## src/hdl/sgr_pkg.sv

```systemverilog
// sgr_pkg: shared types, constants and the direction state table for the
// swipe gesture recognizer. No dependencies.
`timescale 1ns / 1ps
`default_nettype none

package sgr_pkg;

  localparam int CoordBits     = 12;
  localparam int MinDistBits   = 13;
  localparam int StateBits     = 4;
  localparam int DirBits       = 3;
  localparam int CfgIdxBits    = 2;
  localparam int IgnoreCountDef = 2;

  localparam logic [StateBits-1:0] StateStart   = 4'd0;
  localparam logic [StateBits-1:0] StateNone    = 4'd1;
  localparam logic [StateBits-1:0] StateDirBase = 4'd2;
  localparam logic [StateBits-1:0] StateDirLast = 4'd9;

  localparam logic [MinDistBits-1:0] MinDistReset = 13'd10;

  typedef enum logic [1:0] {
    KindStart = 2'd0,
    KindPoint = 2'd1,
    KindUp    = 2'd2
  } kind_e;

  typedef enum logic [CfgIdxBits-1:0] {
    RegEnable  = 2'd0,
    RegMinDist = 2'd1
  } cfg_reg_e;

  typedef struct packed {
    logic [1:0]           kind;
    logic [CoordBits-1:0] pos_x;
    logic [CoordBits-1:0] pos_y;
  } sgr_in_t;

  typedef struct packed {
    logic [DirBits-1:0]   gesture;
    logic [CoordBits-1:0] start_x;
    logic [CoordBits-1:0] start_y;
  } sgr_out_t;

  typedef struct packed {
    logic               step;
    logic [DirBits-1:0] dir;
  } move_t;

  // ten-state table: start branches on the first direction, a repeat of the
  // held direction keeps it, anything else falls to the no-direction state
  function automatic logic [StateBits-1:0] step_state(input logic [StateBits-1:0] st,
                                                      input logic [DirBits-1:0] dir);
    logic [StateBits-1:0] dir_state;
    dir_state = StateDirBase + {1'b0, dir};
    if (st == StateStart) begin
      return dir_state;
    end else if (st >= StateDirBase && st <= StateDirLast && st == dir_state) begin
      return st;
    end else begin
      return StateNone;
    end
  endfunction

endpackage

`default_nettype wire

```

## src/hdl/swipe_gesture_recognizer.sv

```systemverilog
// Swipe gesture recognizer: one touch request per cycle while the skid
// stage is empty; a contact-up result is registered in the output register,
// or parked in the skid stage while the output stalls. The classifier and
// the state step settle in the accept cycle, the cell chain shifts on it.
// Reset: recognizer disabled, min_distance 10, recognition cleared, no
// result pending. Depends on sgr_pkg, sgr_classify, sgr_cell, sgr_out_buf.
`timescale 1ns / 1ps
`default_nettype none

module swipe_gesture_recognizer
  import sgr_pkg::*;
#(
  parameter int IGNORE_COUNT = IgnoreCountDef
) (
  input  logic                   clk_i,
  input  logic                   rst_ni,
  input  logic                   in_valid_i,
  output logic                   in_ready_o,
  input  sgr_in_t                in_req_i,
  output logic                   out_valid_o,
  input  logic                   out_ready_i,
  output sgr_out_t               out_rsp_o,
  input  logic                   cfg_valid_i,
  output logic                   cfg_ready_o,
  input  logic [CfgIdxBits-1:0]  cfg_index_i,
  input  logic [MinDistBits-1:0] cfg_data_i
);

  localparam int McBits = $clog2(2 * IGNORE_COUNT + 1);
  localparam logic [McBits-1:0] McFill = McBits'(IGNORE_COUNT);
  localparam logic [McBits-1:0] McRun  = McBits'(2 * IGNORE_COUNT);

  logic                   enable_q, enable_d;
  logic [MinDistBits-1:0] min_dist_q, min_dist_d;
  logic [StateBits-1:0]   cur_state_q, cur_state_d;
  logic                   have_last_q, have_last_d;
  logic [CoordBits-1:0]   last_x_q, last_x_d, last_y_q, last_y_d;
  logic [CoordBits-1:0]   origin_x_q, origin_x_d, origin_y_q, origin_y_d;
  logic [McBits-1:0]      mc_q, mc_d;

  logic [StateBits-1:0] chain [IGNORE_COUNT];
  logic [StateBits-1:0] new_state, prev_state;

  logic     accept, cfg_fire, clear, point, first, step, shift, rsp_valid, space;
  move_t    move;
  sgr_out_t rsp;

  assign cfg_ready_o = 1'b1;
  assign cfg_fire    = cfg_valid_i && cfg_ready_o;
  assign in_ready_o  = space;
  assign accept      = in_valid_i && in_ready_o;

  sgr_classify u_classify (
    .pos_x_i   (in_req_i.pos_x),
    .pos_y_i   (in_req_i.pos_y),
    .last_x_i  (last_x_q),
    .last_y_i  (last_y_q),
    .min_dist_i(min_dist_q),
    .move_o    (move)
  );

  // chain of delay cells: cell 0 holds the newest table state
  for (genvar k = 0; k < IGNORE_COUNT; k++) begin : g_cell
    sgr_cell u_cell (
      .clk_i  (clk_i),
      .shift_i(shift),
      .state_i((k == 0) ? new_state : chain[(k == 0) ? 0 : k - 1]),
      .state_o(chain[k])
    );
  end

  always_comb begin
    enable_d   = enable_q;
    min_dist_d = min_dist_q;
    clear      = 1'b0;
    if (cfg_fire) begin
      unique case (cfg_index_i)
        RegEnable: begin
          enable_d = cfg_data_i[0];
          clear    = enable_q && !cfg_data_i[0];
        end
        RegMinDist: min_dist_d = cfg_data_i;
        default: ;
      endcase
    end

    point = 1'b0;
    if (accept && enable_q) begin
      unique case (in_req_i.kind)
        KindStart: clear = 1'b1;
        KindPoint: point = 1'b1;
        default: ;
      endcase
    end

    first = point && !have_last_q;
    step  = point && have_last_q && move.step;
    shift = step && (mc_q >= McFill);

    // the first counted move steps from the start state
    prev_state = (mc_q == McFill) ? StateStart : chain[0];
    new_state  = step_state(prev_state, move.dir);

    rsp_valid = accept && enable_q && (in_req_i.kind == KindUp) &&
                (cur_state_q >= StateDirBase) && (cur_state_q <= StateDirLast);
    rsp.gesture = DirBits'(cur_state_q - StateDirBase);
    rsp.start_x = origin_x_q;
    rsp.start_y = origin_y_q;
  end

  always_comb begin
    cur_state_d = cur_state_q;
    have_last_d = have_last_q;
    last_x_d    = last_x_q;
    last_y_d    = last_y_q;
    origin_x_d  = origin_x_q;
    origin_y_d  = origin_y_q;
    mc_d        = mc_q;
    if (clear) begin
      cur_state_d = StateStart;
      have_last_d = 1'b0;
      last_x_d    = '0;
      last_y_d    = '0;
      origin_x_d  = '0;
      origin_y_d  = '0;
      mc_d        = '0;
    end else if (first) begin
      have_last_d = 1'b1;
      last_x_d    = in_req_i.pos_x;
      last_y_d    = in_req_i.pos_y;
      origin_x_d  = in_req_i.pos_x;
      origin_y_d  = in_req_i.pos_y;
    end else if (step) begin
      last_x_d = in_req_i.pos_x;
      last_y_d = in_req_i.pos_y;
      if (mc_q >= McRun) cur_state_d = chain[IGNORE_COUNT-1];
      else               mc_d = mc_q + 1'b1;
    end
  end

  always_ff @(posedge clk_i or negedge rst_ni) begin
    if (!rst_ni) begin
      enable_q    <= 1'b0;
      min_dist_q  <= MinDistReset;
      cur_state_q <= StateStart;
      have_last_q <= 1'b0;
      last_x_q    <= '0;
      last_y_q    <= '0;
      origin_x_q  <= '0;
      origin_y_q  <= '0;
      mc_q        <= '0;
    end else begin
      enable_q    <= enable_d;
      min_dist_q  <= min_dist_d;
      cur_state_q <= cur_state_d;
      have_last_q <= have_last_d;
      last_x_q    <= last_x_d;
      last_y_q    <= last_y_d;
      origin_x_q  <= origin_x_d;
      origin_y_q  <= origin_y_d;
      mc_q        <= mc_d;
    end
  end

  sgr_out_buf u_out_buf (
    .clk_i      (clk_i),
    .rst_ni     (rst_ni),
    .rsp_valid_i(rsp_valid),
    .rsp_i      (rsp),
    .space_o    (space),
    .out_valid_o(out_valid_o),
    .out_ready_i(out_ready_i),
    .out_rsp_o  (out_rsp_o)
  );

endmodule

`default_nettype wire

```

## src/hdl/sgr_classify.sv

```systemverilog
// sgr_classify: move detection and eight-way direction classification.
// Depends on sgr_pkg.
`timescale 1ns / 1ps
`default_nettype none

module sgr_classify
  import sgr_pkg::*;
(
  input  logic [CoordBits-1:0]   pos_x_i,
  input  logic [CoordBits-1:0]   pos_y_i,
  input  logic [CoordBits-1:0]   last_x_i,
  input  logic [CoordBits-1:0]   last_y_i,
  input  logic [MinDistBits-1:0] min_dist_i,
  output move_t                  move_o
);

  logic signed [CoordBits:0] dx, dy;
  logic [CoordBits-1:0]      adx, ady, diff, half;
  logic [CoordBits:0]        span;
  logic                      x_major, diag, dx_pos, dy_pos;

  always_comb begin
    dx = $signed({1'b0, pos_x_i}) - $signed({1'b0, last_x_i});
    dy = $signed({1'b0, pos_y_i}) - $signed({1'b0, last_y_i});
    adx = dx[CoordBits] ? CoordBits'(-dx) : CoordBits'(dx);
    ady = dy[CoordBits] ? CoordBits'(-dy) : CoordBits'(dy);
    span = {1'b0, adx} + {1'b0, ady};
    x_major = adx > ady;
    diff = x_major ? (adx - ady) : (ady - adx);
    half = x_major ? (adx >> 1) : (ady >> 1);
    diag = diff <= half;
    dx_pos = !dx[CoordBits] && (dx != '0);
    dy_pos = !dy[CoordBits] && (dy != '0);

    move_o.step = span >= min_dist_i;
    if (diag) begin
      if (dx_pos) move_o.dir = dy_pos ? 3'd7 : 3'd1;
      else        move_o.dir = dy_pos ? 3'd5 : 3'd3;
    end else if (x_major) begin
      move_o.dir = dx_pos ? 3'd0 : 3'd4;
    end else begin
      move_o.dir = dy_pos ? 3'd6 : 3'd2;
    end
  end

endmodule

`default_nettype wire

```

## src/hdl/sgr_cell.sv

```systemverilog
// sgr_cell: one delay cell of the table-state chain; loads its neighbor's
// state on every counted move. Depends on sgr_pkg.
`timescale 1ns / 1ps
`default_nettype none

module sgr_cell
  import sgr_pkg::*;
(
  input  logic                 clk_i,
  input  logic                 shift_i,
  input  logic [StateBits-1:0] state_i,
  output logic [StateBits-1:0] state_o
);

  logic [StateBits-1:0] state_q, state_d;

  always_comb begin
    state_d = shift_i ? state_i : state_q;
  end

  always_ff @(posedge clk_i) begin
    state_q <= state_d;
  end

  assign state_o = state_q;

endmodule

`default_nettype wire

```

## src/hdl/sgr_out_buf.sv

```systemverilog
// sgr_out_buf: output register with a skid stage so a stalled result does not
// block the input side. Depends on sgr_pkg.
`timescale 1ns / 1ps
`default_nettype none

module sgr_out_buf
  import sgr_pkg::*;
(
  input  logic     clk_i,
  input  logic     rst_ni,
  input  logic     rsp_valid_i,
  input  sgr_out_t rsp_i,
  output logic     space_o,
  output logic     out_valid_o,
  input  logic     out_ready_i,
  output sgr_out_t out_rsp_o
);

  logic     out_valid_q, out_valid_d, skid_valid_q, skid_valid_d;
  sgr_out_t out_q, out_d, skid_q, skid_d;
  logic     out_fire;

  always_comb begin
    out_fire     = out_valid_q && out_ready_i;
    out_valid_d  = out_valid_q;
    out_d        = out_q;
    skid_valid_d = skid_valid_q;
    skid_d       = skid_q;
    if (skid_valid_q) begin
      if (out_fire) begin
        out_d        = skid_q;
        skid_valid_d = 1'b0;
      end
    end else if (!out_valid_q || out_fire) begin
      out_valid_d = rsp_valid_i;
      out_d       = rsp_i;
    end else if (rsp_valid_i) begin
      // output stalled: park the new result
      skid_valid_d = 1'b1;
      skid_d       = rsp_i;
    end
  end

  always_ff @(posedge clk_i or negedge rst_ni) begin
    if (!rst_ni) begin
      out_valid_q  <= 1'b0;
      skid_valid_q <= 1'b0;
    end else begin
      out_valid_q  <= out_valid_d;
      skid_valid_q <= skid_valid_d;
    end
  end

  always_ff @(posedge clk_i) begin
    out_q  <= out_d;
    skid_q <= skid_d;
  end

  assign space_o     = !skid_valid_q;
  assign out_valid_o = out_valid_q;
  assign out_rsp_o   = out_q;

endmodule

`default_nettype wire

```

## config.mk

```make
export PLATFORM = sky130hd
export DESIGN_NAME = swipe_gesture_recognizer
export DESIGN_NICKNAME = d
export VERILOG_FILES = /design/src/hdl/sgr_pkg.sv /design/src/hdl/swipe_gesture_recognizer.sv /design/src/hdl/sgr_classify.sv /design/src/hdl/sgr_cell.sv /design/src/hdl/sgr_out_buf.sv
export SDC_FILE = /design/constraint.sdc
export NUM_CORES = 1
export LEC_CHECK = 0
export BUFFER_PORTS_ARGS = -buffer_cell sky130_fd_sc_hd__buf_2
export CORE_MARGIN = 3
export CORE_UTILIZATION = 60
export DETAILED_ROUTE_END_ITERATION = 10
export GPL_ROUTABILITY_DRIVEN = 0
export PLACE_DENSITY = 0.87
export REMOVE_ABC_BUFFERS = 1
export SLEW_MARGIN = 40
export SYNTH_ARGS = -nofsm -noshare
export SYNTH_HDL_FRONTEND = slang
export SYNTH_SLANG_ARGS = --single-unit
```

## constraint.sdc

```tcl
create_clock -name clk_i -period 10.66 [get_ports clk_i]
set_input_delay 0.533 -clock clk_i [delete_from_list [all_inputs] [get_ports clk_i]]
set_output_delay 0.533 -clock clk_i [all_outputs]
set_load 0.01 [all_outputs]
```

* Word-level counts from Yosys, hierarchy flattened
Cells that the tools add are included.
Storage, ports and cells: register bits after elaboration 134
Cells by class: bitwise logic cells 2, reduce and logical (&&, ||, !) cells 39, equal/unequal tests 8, $lt $le $gt $ge 9, add/sub/neg operators 10, muxes and demuxes 47
Operators with widths (count):
- 12-bit two-way mux | 13
- 27-bit two-way mux | 3
- 3-bit two-way mux | 11
- 4-bit two-way mux | 7
- 13-bit nonzero test | 2
- 12-bit by 12-bit subtractor with 13-bit output | 2
- 12-bit negator | 2
- 12-bit subtractor | 2
- 1-bit logical AND | 15
- 12-bit by 12-bit adder with 13-bit output | 1
- 13-bit >= comparator | 1
- 12-bit > comparator | 1
- 12-bit less-or-equal comparator | 1
- 1-bit two-way mux | 12
- 11-bit two-way mux | 1
- 3-bit AND reduction | 3
- 4-bit by 2-bit >= comparator with 1-bit output, second input constant | 2
- 4-bit less-or-equal comparator, second input constant | 2
- 2-bit AND reduction | 4
- 2-bit nonzero test | 4
- 1-bit logical NOT | 6
- 2-bit by 3-bit adder with 4-bit output, first input constant | 1
- 2-bit by 1-bit equality test with 1-bit output, second input constant | 2
- 4-bit equality test | 1
- 13 further kinds | 16

* Depth between registers and ports, before layout
Gate-level depths: netlist of the first run.
word-level depth 12, depth in mapped cells 45

* Hierarchy
A second synthesis of the first run with hierarchy kept.
Unflattened totals: cell total of the unflattened synthesis 921, area total of the unflattened synthesis 9261.4 µm²
By module, submodules not included:
- sgr_classify | cells each 555, times used 1, area each 3972.6 µm²
- swipe_gesture_recognizer | cells each 264, times used 1, area each 2989.1 µm²
- sgr_out_buf | cells each 94, times used 1, area each 2059.5 µm²
- sgr_cell | cells each 4, times used 2, area each 120.1 µm²

* Worst setup path before layout of the first run
No wires, ideal clock.
path type input port to flip-flop, start in in_req_i[12] in the netlist's numbering, end reg g_cell[0].u_cell.state_q[1] (data pin), arrival 8.089 ns, setup time 0.271 ns, cell stages on the path 45, required time 10.389 ns, path slack 2.300 ns, path buffers 3, path through inv_1 -> ha_1 -> fa_1 -> nor2b_4 -> o2111ai_1 -> nand4_1 -> a41oi_1 -> a21o_1 -> clkbuf_1 -> mux2i_1 -> inv_1 -> fa_1 -> nand2b_1 -> a21oi_1 -> o21ai_0 -> a21oi_1 -> o41ai_1 -> o21ai_0 -> [9 not listed] -> o21ai_0 -> nand2b_1 -> a21oi_1 -> nor2b_1 -> o21ai_0 -> a32o_1 -> o311ai_4 -> nand2_1 -> mux2_1 -> ha_1 -> nor2b_1 -> a21oi_1 -> nor3_1 -> a31oi_1 -> a21oi_1 -> and3_1 -> o21ai_0 -> o22ai_1
Between the ends: cells in the longest elaborated chain, start to end 12, elaborated cells between the ends (all ways) 21, those cells by class 5 x add/sub; 2 x order compare; 1 x eq/ne; 9 x mux; 4 x reduce/logical
RTL lines:
- start: declaration | line swipe_gesture_recognizer.sv:19 | input sgr_in_t in_req_i,
- 12-bit by 12-bit subtractor with 13-bit output (*) | line sgr_classify.sv:23 | dx = $signed({1'b0, pos_x_i}) - $signed({1'b0, last_x_i});
- 12-bit negator | line sgr_classify.sv:25 | adx = dx[CoordBits] ? CoordBits'(-dx) : CoordBits'(dx);
- 12-bit two-way mux | line sgr_classify.sv:25
- 12-bit subtractor / 12-bit > comparator (equally long branches) | line sgr_classify.sv:29, sgr_classify.sv:28
- 12-bit two-way mux / 11-bit two-way mux (equally long branches) | line sgr_classify.sv:29, sgr_classify.sv:30
- 12-bit less-or-equal comparator | line sgr_classify.sv:31 | diag = diff <= half;
- 3-bit two-way mux (*) | line sgr_classify.sv:36 | if (diag) begin
- 2-bit by 3-bit adder with 4-bit output (*) | line sgr_pkg.sv:55 | dir_state = StateDirBase + {1'b0, dir};
- 4-bit equality test | line sgr_pkg.sv:58 | end else if (st >= StateDirBase && st <= StateDirLast && st == dir_state) begin
- 1-bit logical AND | line sgr_pkg.sv:58
- 4-bit two-way mux | line sgr_pkg.sv:58
- 4-bit two-way mux (*) | line sgr_pkg.sv:56 | if (st == StateStart) begin
- named net g_cell[0].u_cell.state_i[1] | line sgr_cell.sv:11 | input logic [StateBits-1:0] state_i,
- end signal: assignment | line sgr_cell.sv:22 | state_q <= state_d;
- end: declaration | line sgr_cell.sv:15 | logic [StateBits-1:0] state_q, state_d;
Mark *: on every way through the listed nets, which the timed path passes. The rest lies on a longest branch. A chain may end at the register's enable or synchronous reset.

* Worst setup path in the final report of the first run
start reg last_x_q[0], end reg g_cell[0].u_cell.state_q[1] (data pin)
Between the ends: cells in the longest elaborated chain, start to end 12, elaborated cells between the ends (all ways) 21, those cells by class 5 x add/sub; 2 x order compare; 1 x eq/ne; 9 x mux; 4 x reduce/logical
RTL lines:
- start: declaration | line swipe_gesture_recognizer.sv:37 | logic [CoordBits-1:0] last_x_q, last_x_d, last_y_q, last_y_d;
- start signal: assignment | line swipe_gesture_recognizer.sv:157 | last_x_q <= last_x_d;
- 12-bit by 12-bit subtractor with 13-bit output (*) | line sgr_classify.sv:23
- 12-bit negator | line sgr_classify.sv:25
- 12-bit two-way mux | line sgr_classify.sv:25
- 12-bit subtractor / 12-bit > comparator (equally long branches) | line sgr_classify.sv:29, sgr_classify.sv:28
- 12-bit two-way mux / 11-bit two-way mux (equally long branches) | line sgr_classify.sv:29, sgr_classify.sv:30
- 12-bit less-or-equal comparator | line sgr_classify.sv:31
- 3-bit two-way mux (*) | line sgr_classify.sv:36
- 2-bit by 3-bit adder with 4-bit output (*) | line sgr_pkg.sv:55
- 4-bit equality test | line sgr_pkg.sv:58
- 1-bit logical AND | line sgr_pkg.sv:58
- 4-bit two-way mux | line sgr_pkg.sv:58
- 4-bit two-way mux (*) | line sgr_pkg.sv:56
- named net g_cell[0].u_cell.state_i[1] | line sgr_cell.sv:11
Marked as above.

==> results.md, run 1 <==
- The post-CTS setup-driven buffer insertion count is 0.
- For this run, the leading register cell type out of synthesis is dfrtp_1.
- The longest clock path from root to sink contains 2 buffers.
- Summing over every cut layer, the via total after detailed routing is 7,181.
- The cell area after technology mapping is 0.009256 sq mm.
- Of the total synthesized cell area, the portion taken by AND, OR, NAND and NOR gates is 10.83%.
- The path class of the tightest hold or removal check is in2async.
- The root buffer cell chosen for the clock tree is clkbuf_16.
- The flop-to-flop setup slack is 1.26 ns.
- The clock skew after layout is 0.009197 ns.
- The first-pass iteration count of the detailed router is 5.
- The headroom to the max-slew limit is 49.19%.
- The share of the yosys chip area belonging to registers is 39.61%.
- Entering global routing, the biggest net connects 73 pins.
- After synthesis, the cell types taking the most area are edfxtp_1 20%, dfrtp_1 19%, ha_1 12%.
- The final cycle utilization of the critical path is 88.22%.
- The detailed router put a total of 9006 microns of wire on met1.
- The uppermost metal layer occupied by signal nets is met4.
- The cell type with the largest total area after synthesis is edfxtp_1.
- The core region area is 0.01481 sq mm.
- The max-slew violation count is 0.
- By instance count, the cell type seen most on the critical path is a21oi_1.
- For this design, the slowest cell found on the critical path is o41ai_1.
- The number of global-route vias before repair is 7,027.
- The final-stage net count is 1,120.
- Global routing consumed, over all layers together, 25.37% of the routing resources.
- The number of enable flip-flop cells after synthesis is 62.
- Detailed routing placed a total of 9993 microns of wire on met2.
- The share of synthesized flip-flops with an asynchronous set or reset is 53.73%.
- The wire length of the first global-routing pass is 34,190 microns.
- The synthesized design contains 134 register bits.
- The arrival time at the worst endpoint is 9.67 ns.
- The synthesized area per cell is 10.15 sq um.
- Setup repair after global routing left no endpoint under its margin.
- Ranked by instance count, the synthesized netlist is headed by 95 x inv_1, 86 x ha_1, 70 x dfrtp_1, 70 x nand2_1, 67 x nor2_1.
- The number of sinks on the clock net is 134.
- Counting cells, the worst reg-to-reg path comes to 39.
- The die span in x is 130.2 microns.
- The worst setup path is launched from a register.
- The initial antenna violation count came to 0.
- Of the cells placed in the final design, the portion with a size suffix greater than 1 is 18.27%.
- The measured slew at the worst slew-check pin is 0.7522 ns.
- Synthesis produced 912 cells.
- The via density per instance is 6.086.
- After synthesis, the largest family of logic cells by area is compound AO/OA/AOI/OAI gates.
- The total inserted antenna cells is 0.
- The XOR/XNOR share of the synthesized area is 5.096%.
- The count of antenna-violating nets left after detailed routing is 0.
- Along the worst path, the maximum fanout reaches 45.
- Summing the areas of all fa, ha and maj instances in the mapped netlist gives 12.85% of the synthesized area.
- Counting the buffers created by CTS gives 17.
- The count of fill cells added during filler insertion is 1,039.
- The post-synthesis cell type count is 82.
- The mean routed wirelength per cell is 17.47 microns.
- The area growth from synthesis to layout is 12.53%.
- The worst setup path is captured at a register.
- The share of synthesized area in the top cell type comes to 20.11%.
- The startpoint-to-endpoint class of the critical path is reg2reg.
- The total overflow reported by the global router is 0.
- The aggregate negative setup slack is 0 ns.
- The maximum clock rate is 0.1063 GHz.
- Across the run, the number of max-cap violations was 0.
- The most common cell in the synthesized netlist is inv_1.
- The clock latency at the later pin of the worst-skew pair is 0.43 ns.
- The number of setup violations in the final report is 0.
- For this run, the slowest stage of the critical path takes 0.63 ns.
- The capture point of the worst reg-to-reg path is g_cell[0].u_cell.state_o[1].
- After floorplanning, the core was divided into 44 placement rows.
- The synthesized netlist devotes 17.10% of its cell area to compound gates.
- Measured against the total synthesized area, the mux share comes to 9.448%.
- The count of port buffers added during placement is 74.
- The floorplan die height is 130.2 microns.
- During I/O placement, the number of pins put on the boundary was 76.
- After clock tree synthesis, the clock-pin slew on the worst setup and hold paths is 0.06 ns.
- The warning count from the yosys run is 0.
- The worst reg2reg path startpoint is last_x_q[0].
- The quantity of gates resized following cts is 0.
- The final wirelength is 20,620 microns.
- The wire-length estimate of the detail-placed layout is 14,930 microns.
- The clock tree from TritonCTS is done.
- The shortest period the worst path allows is 9.404 ns.
- For this run, design rule violations remaining after detail routing come to 0.
- Wire segments on met3 add up to 1147 microns in the final route.
- The floorplan die area is 0.01695 sq mm.
- The initial cell density of the core is 62.50%.
- The flow ran to the end, and the final reports show no timing, DRC or antenna violations.
- The clock tree synthesis step divided the H-tree into 4 levels.
- In this run, post-CTS hold repair placed 0 buffers.
- The final hold violation count is 0.
- The critical path data required time is 10.92 ns.
- The first routing iteration left 630 violations.
-- cells by family after synthesis --
logic type	count (synthesis)
flip-flops	134
XOR/XNOR	53
buffers and inverters	122
AO/OA/AOI/OAI	216
adder cells (fa/ha/maj)	92
AND/OR/NAND/NOR	212
other	1
multiplexers	82
-- sequential cells by signal, indices dropped and copies added, names as in the netlist, 3 cells and up --
register and cells:
origin_x_q 12, last_y_q 12, origin_y_q 12, u_out_buf.out_rsp_o 27, last_x_q 12, u_out_buf.skid_q 27, min_dist_q 13, cur_state_q 4
g_cell.u_cell.state_o 8, mc_q 3
-- layout make-up --
| cell class | count | area, sq um | share of cell area [%] |
|---|---|---|---|
| Tap cell | 184 | 230.2 | 2.210 |
| Multi-Input combinational cell | 656 | 5136 | 49.31 |
| Sequential cell | 134 | 3666 | 35.20 |
| Timing Repair Buffer | 79 | 414.1 | 3.976 |
| Clock inverter | 13 | 170.2 | 1.634 |
| Inverter | 95 | 356.6 | 3.423 |
| Clock buffer | 19 | 442.9 | 4.252 |
-- placed cells by master (no fill, tap or decap), types with 4 or more instances in the layout --
master and instances:
mux2_2 42, o31ai_1 4, buf_4 5, nand2_1 70, nand4_1 6, o21ai_1 7, inv_1 95, nand3b_1 4
nand2b_1 9, and3_1 4, a21oi_1 43, mux2i_1 39, a22o_1 23, nor3_1 11, nand3_1 11, xnor2_1 32
clkbuf_16 17, a31oi_1 4, dfrtp_1 70, o211ai_1 5, a21o_1 11, ha_1 86, edfxtp_1 62, a211oi_1 6
o21ai_0 39, buf_2 73, nor2b_1 6, o21bai_1 12, fa_1 5, xor2_1 20, nor2_1 67, inv_6 4
o21a_1 17
-- critical path, delay by kind of cell (launching register included) --
family                     cells  cell delay, ns
AOI/OAI and AO/OA             19            4.34
buffers and inverters          1            0.21
muxes                          3            0.93
adders and majority gates      6            1.97
and+or+nand+nor                9            1.35
DFF                            1            0.35
xor gates and xnor gates       1            0.09
-- per-layer routing --
layer | track usage, % | vias up
li1 | - | 3406
met1 | 33.16 | 3478
met2 | 42.18 | 251
met3 | 5.403 | 46
met4 | 8.435 | 0
met5 | 0 | -
-- through the flow --
step | setup WS, ns | instances | hold slack, ns | util [%] | instance area, sq um
floorplan | 2.484 | 885 | 0.2374 | - | 9148
detailed placement | 1.303 | 1148 | 0.4633 | 66.20 | 9803
CTS | 1.518 | 1180 | 0.1486 | 70.34 | 10420
finish | 1.256 | 1180 | 0.1226 | 70.34 | 10420
global route | 0.5688 | 1180 | 0.1709 | 70.34 | 10420
global placement | 1.711 | 1148 | 0.4578 | 66.15 | 9797
-- how the worst max path moves through the flow --
stage	startpoint	end	slack (ns)
floorplan	in_req_i[12]	g_cell[0].u_cell.state_o[1]	2.48
global placement	in_req_i[12]	g_cell[0].u_cell.state_o[1]	1.71
detailed placement	in_req_i[12]	g_cell[0].u_cell.state_o[1]	1.30
CTS	last_x_q[0]	g_cell[0].u_cell.state_o[1]	1.52
global route	last_x_q[0]	g_cell[0].u_cell.state_o[1]	0.57
finish	last_x_q[0]	g_cell[0].u_cell.state_o[1]	1.26
Power of run 1 is not shown: default switching activity piles up to over one toggle a cycle in this logic, so the estimate is an artifact.
==> run 2: changes to the inputs <==
--- a/config.mk
+++ b/config.mk
@@ -8,6 +8,7 @@
 export BUFFER_PORTS_ARGS = -buffer_cell sky130_fd_sc_hd__buf_2
 export CORE_MARGIN = 3
 export CORE_UTILIZATION = 60
+export CTS_BUF_LIST = sky130_fd_sc_hd__clkbuf_16
 export DETAILED_ROUTE_END_ITERATION = 10
 export GPL_ROUTABILITY_DRIVEN = 0
 export PLACE_DENSITY = 0.87
==> results.md, run 2 (synthesis results as in run 1) <==
- Outcome: complete, no violations (unchanged).
- The placed wire-length estimate after detailed placement came to 14,930 microns (unchanged).
- The count of placed standard cells in the final layout, fillers left out was 1,180 (unchanged).
- The pin count of the biggest net entering global routing is 73 (unchanged).
- The dominant cell type by count on the critical path is a21oi_1 (unchanged).
- The number of cells in the design after placement is 1,148 (unchanged).
- The fraction of layout cells with a size suffix above 1 is 18.17% (was 18.27%).
- The beginning of the critical path is last_x_q[0] (unchanged).
- The post-CTS setup-driven buffer insertion count came to 0 (unchanged).
- The aggregate negative setup slack came to 0 ns (unchanged).
- The critical path data required time was 10.92 ns (about the same).
- The count of antenna-violating nets left after detailed routing is 0 (unchanged).
- The initial cell density of the core is 62.50% (unchanged).
- The library cell used as clock root buffer is clkbuf_16 (unchanged).
- Top library cells by usage in the layout, fill and taps aside: 96 x inv_1, 86 x ha_1, 73 x buf_2 (was 95 x inv_1, 86 x ha_1, 73 x buf_2).
- The clock skew after layout is 0.009286 ns (was 0.009197 ns).
- The maximum fanout along the worst path is 45 (unchanged).
- The I/O pin total is 76 (unchanged).
- Setup repair after global routing missed its margin: false (unchanged).
- The initial antenna violation count is 0 (unchanged).
- The die span in x is 130.2 microns (unchanged).
- The number of sinks on the clock net is 134 (unchanged).
- The first-pass iteration count of the detailed router is 5 (unchanged).
- The TritonCTS buffer count is 17 (unchanged).
- The clock tree from TritonCTS was done (unchanged).
- The clock latency at the later pin of the worst-skew pair was 0.42 ns (was 0.43 ns).
- The floorplan row count was 44 (unchanged).
- The violation count after the first detailed-route iteration is 568 (was 630).
- The worst reg2reg path startpoint is last_x_q[0] (unchanged).
- The mean routed wirelength per cell is 17.53 microns (was 17.47 microns).
- The final-stage net count is 1,120 (unchanged).
- The arrival time at the worst endpoint is 9.60 ns (was 9.67 ns).
- The depth of the CTS H-tree is 4 (unchanged).
- The hold buffer count at CTS is 0 (unchanged).
- The floorplan die height is 130.2 microns (unchanged).
- The peak per-stage delay on the critical path is 0.61 ns (was 0.63 ns).
- The commonest non-fill, non-tap cell in the layout is inv_1 (unchanged).
- The total inserted antenna cells was 0 (unchanged).
- The global-route usage over all layers is 25.42% (was 25.37%).
- The floorplan die area is 0.01695 sq mm (unchanged).
- The end-of-flow core utilization is 70.27% (was 70.34%).
- The shortest period the worst path allows is 9.340 ns (was 9.404 ns).
- The number of remaining DRC errors came to 0 (unchanged).
- The final wirelength is 20,690 microns (was 20,620 microns).
- The endpoint type of the worst setup path was a register (unchanged).
- The measured slew at the worst slew-check pin is 0.7495 ns (was 0.7522 ns).
- The total overflow reported by the global router is 0 (unchanged).
- The startpoint-to-endpoint class of the critical path is reg2reg (unchanged).
- The wire length of the first global-routing pass was 34,250 microns (was 34,190 microns).
- The quantity of gates resized following cts is 0 (unchanged).
- The count of port buffers added during placement is 74 (unchanged).
- The area growth from synthesis to layout came to 12.42% (was 12.53%).
- The class of the tightest hold or removal check was in2async (unchanged).
- The via density per instance is 6.098 (was 6.086).
- The core region area came to 0.01481 sq mm (unchanged).
- The number of buffers between clock root and the deepest sink was 2 (unchanged).
- The final hold violation count is 0 (unchanged).
- The cell with the largest stage delay on the worst path is o41ai_1 (unchanged).
- The maximum clock rate is 0.1071 GHz (was 0.1063 GHz).
- The max-slew violation count is 0 (unchanged).
- The number of maximum-capacitance constraint violations is 0 (unchanged).
- The number of global-route vias before repair was 7,044 (was 7,027).
- The count of fill cells added during filler insertion was 1,041 (was 1,039).
- The number of setup violations in the final report is 0 (unchanged).
- The kind of start point of the critical path is a register (unchanged).
- The total number of vias is 7,196 (was 7,181).
- The clock transition at the registers of the reported paths is 0.06 ns (about the same).
- The headroom to the max-slew limit was 49.70% (was 49.19%).
- The final cycle utilization of the critical path came to 87.62% (was 88.22%).
-- run 2: final cells by class --
type	instances	area [sq um]	area share, %
Clock inverter	15	177.7	1.707
Inverter	95	356.6	3.427
Tap cell	184	230.2	2.212
Multi-Input combinational cell	656	5136	49.36
Timing Repair Buffer	79	414.1	3.980
Clock buffer	17	425.4	4.088
Sequential cell	134	3666	35.23
-- run 2: metal layers --
layer,GRT usage [%],vias to the layer above,wire (microns)
li1,-,3407,-
met1,33.10,3472,8900
met2,42.43,265,10030
met3,5.403,52,1227
met4,8.435,0,522
met5,0,-,0
-- run 2: worst paths after layout --
kind / to / slack [ns] / depth (start not counted)
min in group clk_i: min_dist_q[6] / 0.34 / 2
worst min register to register: u_out_buf.skid_q[17] / 0.48 / 0
max in group asynchronous: origin_x_q[4] / 10.06 / 1
worst min-delay path: origin_y_q[11] / 0.13 / 1
worst max register to register: g_cell[0].u_cell.state_o[1] / 1.32 / 42
worst max-delay path: g_cell[0].u_cell.state_o[1] / 1.32 / 42
-- run 2: metrics by stage --
stage / hold slack (ns) / setup WS [ns] / instance area, sq um
final: 0.1251 / 1.320 / 10410
after global routing: 0.1709 / 0.5688 / 10410
after CTS: 0.1486 / 1.518 / 10410
after detailed placement: 0.4633 / 1.303 / 9803
after global placement: 0.4578 / 1.711 / 9797
after floorplan: 0.2374 / 2.484 / 9148
-- run 2: critical path, delay by kind of cell (launching register included) --
kind                     cells  cell delay [ns]
AO/OA/AOI/OAI               21             4.23
XOR/XNOR                     1             0.15
adder cells (fa/ha/maj)      6             1.99
buffers and inverters        1             0.21
flip-flops                   1             0.35
multiplexers                 2             0.74
AND/OR/NAND/NOR             11             1.48
Power of run 2 is left out for the same reason.
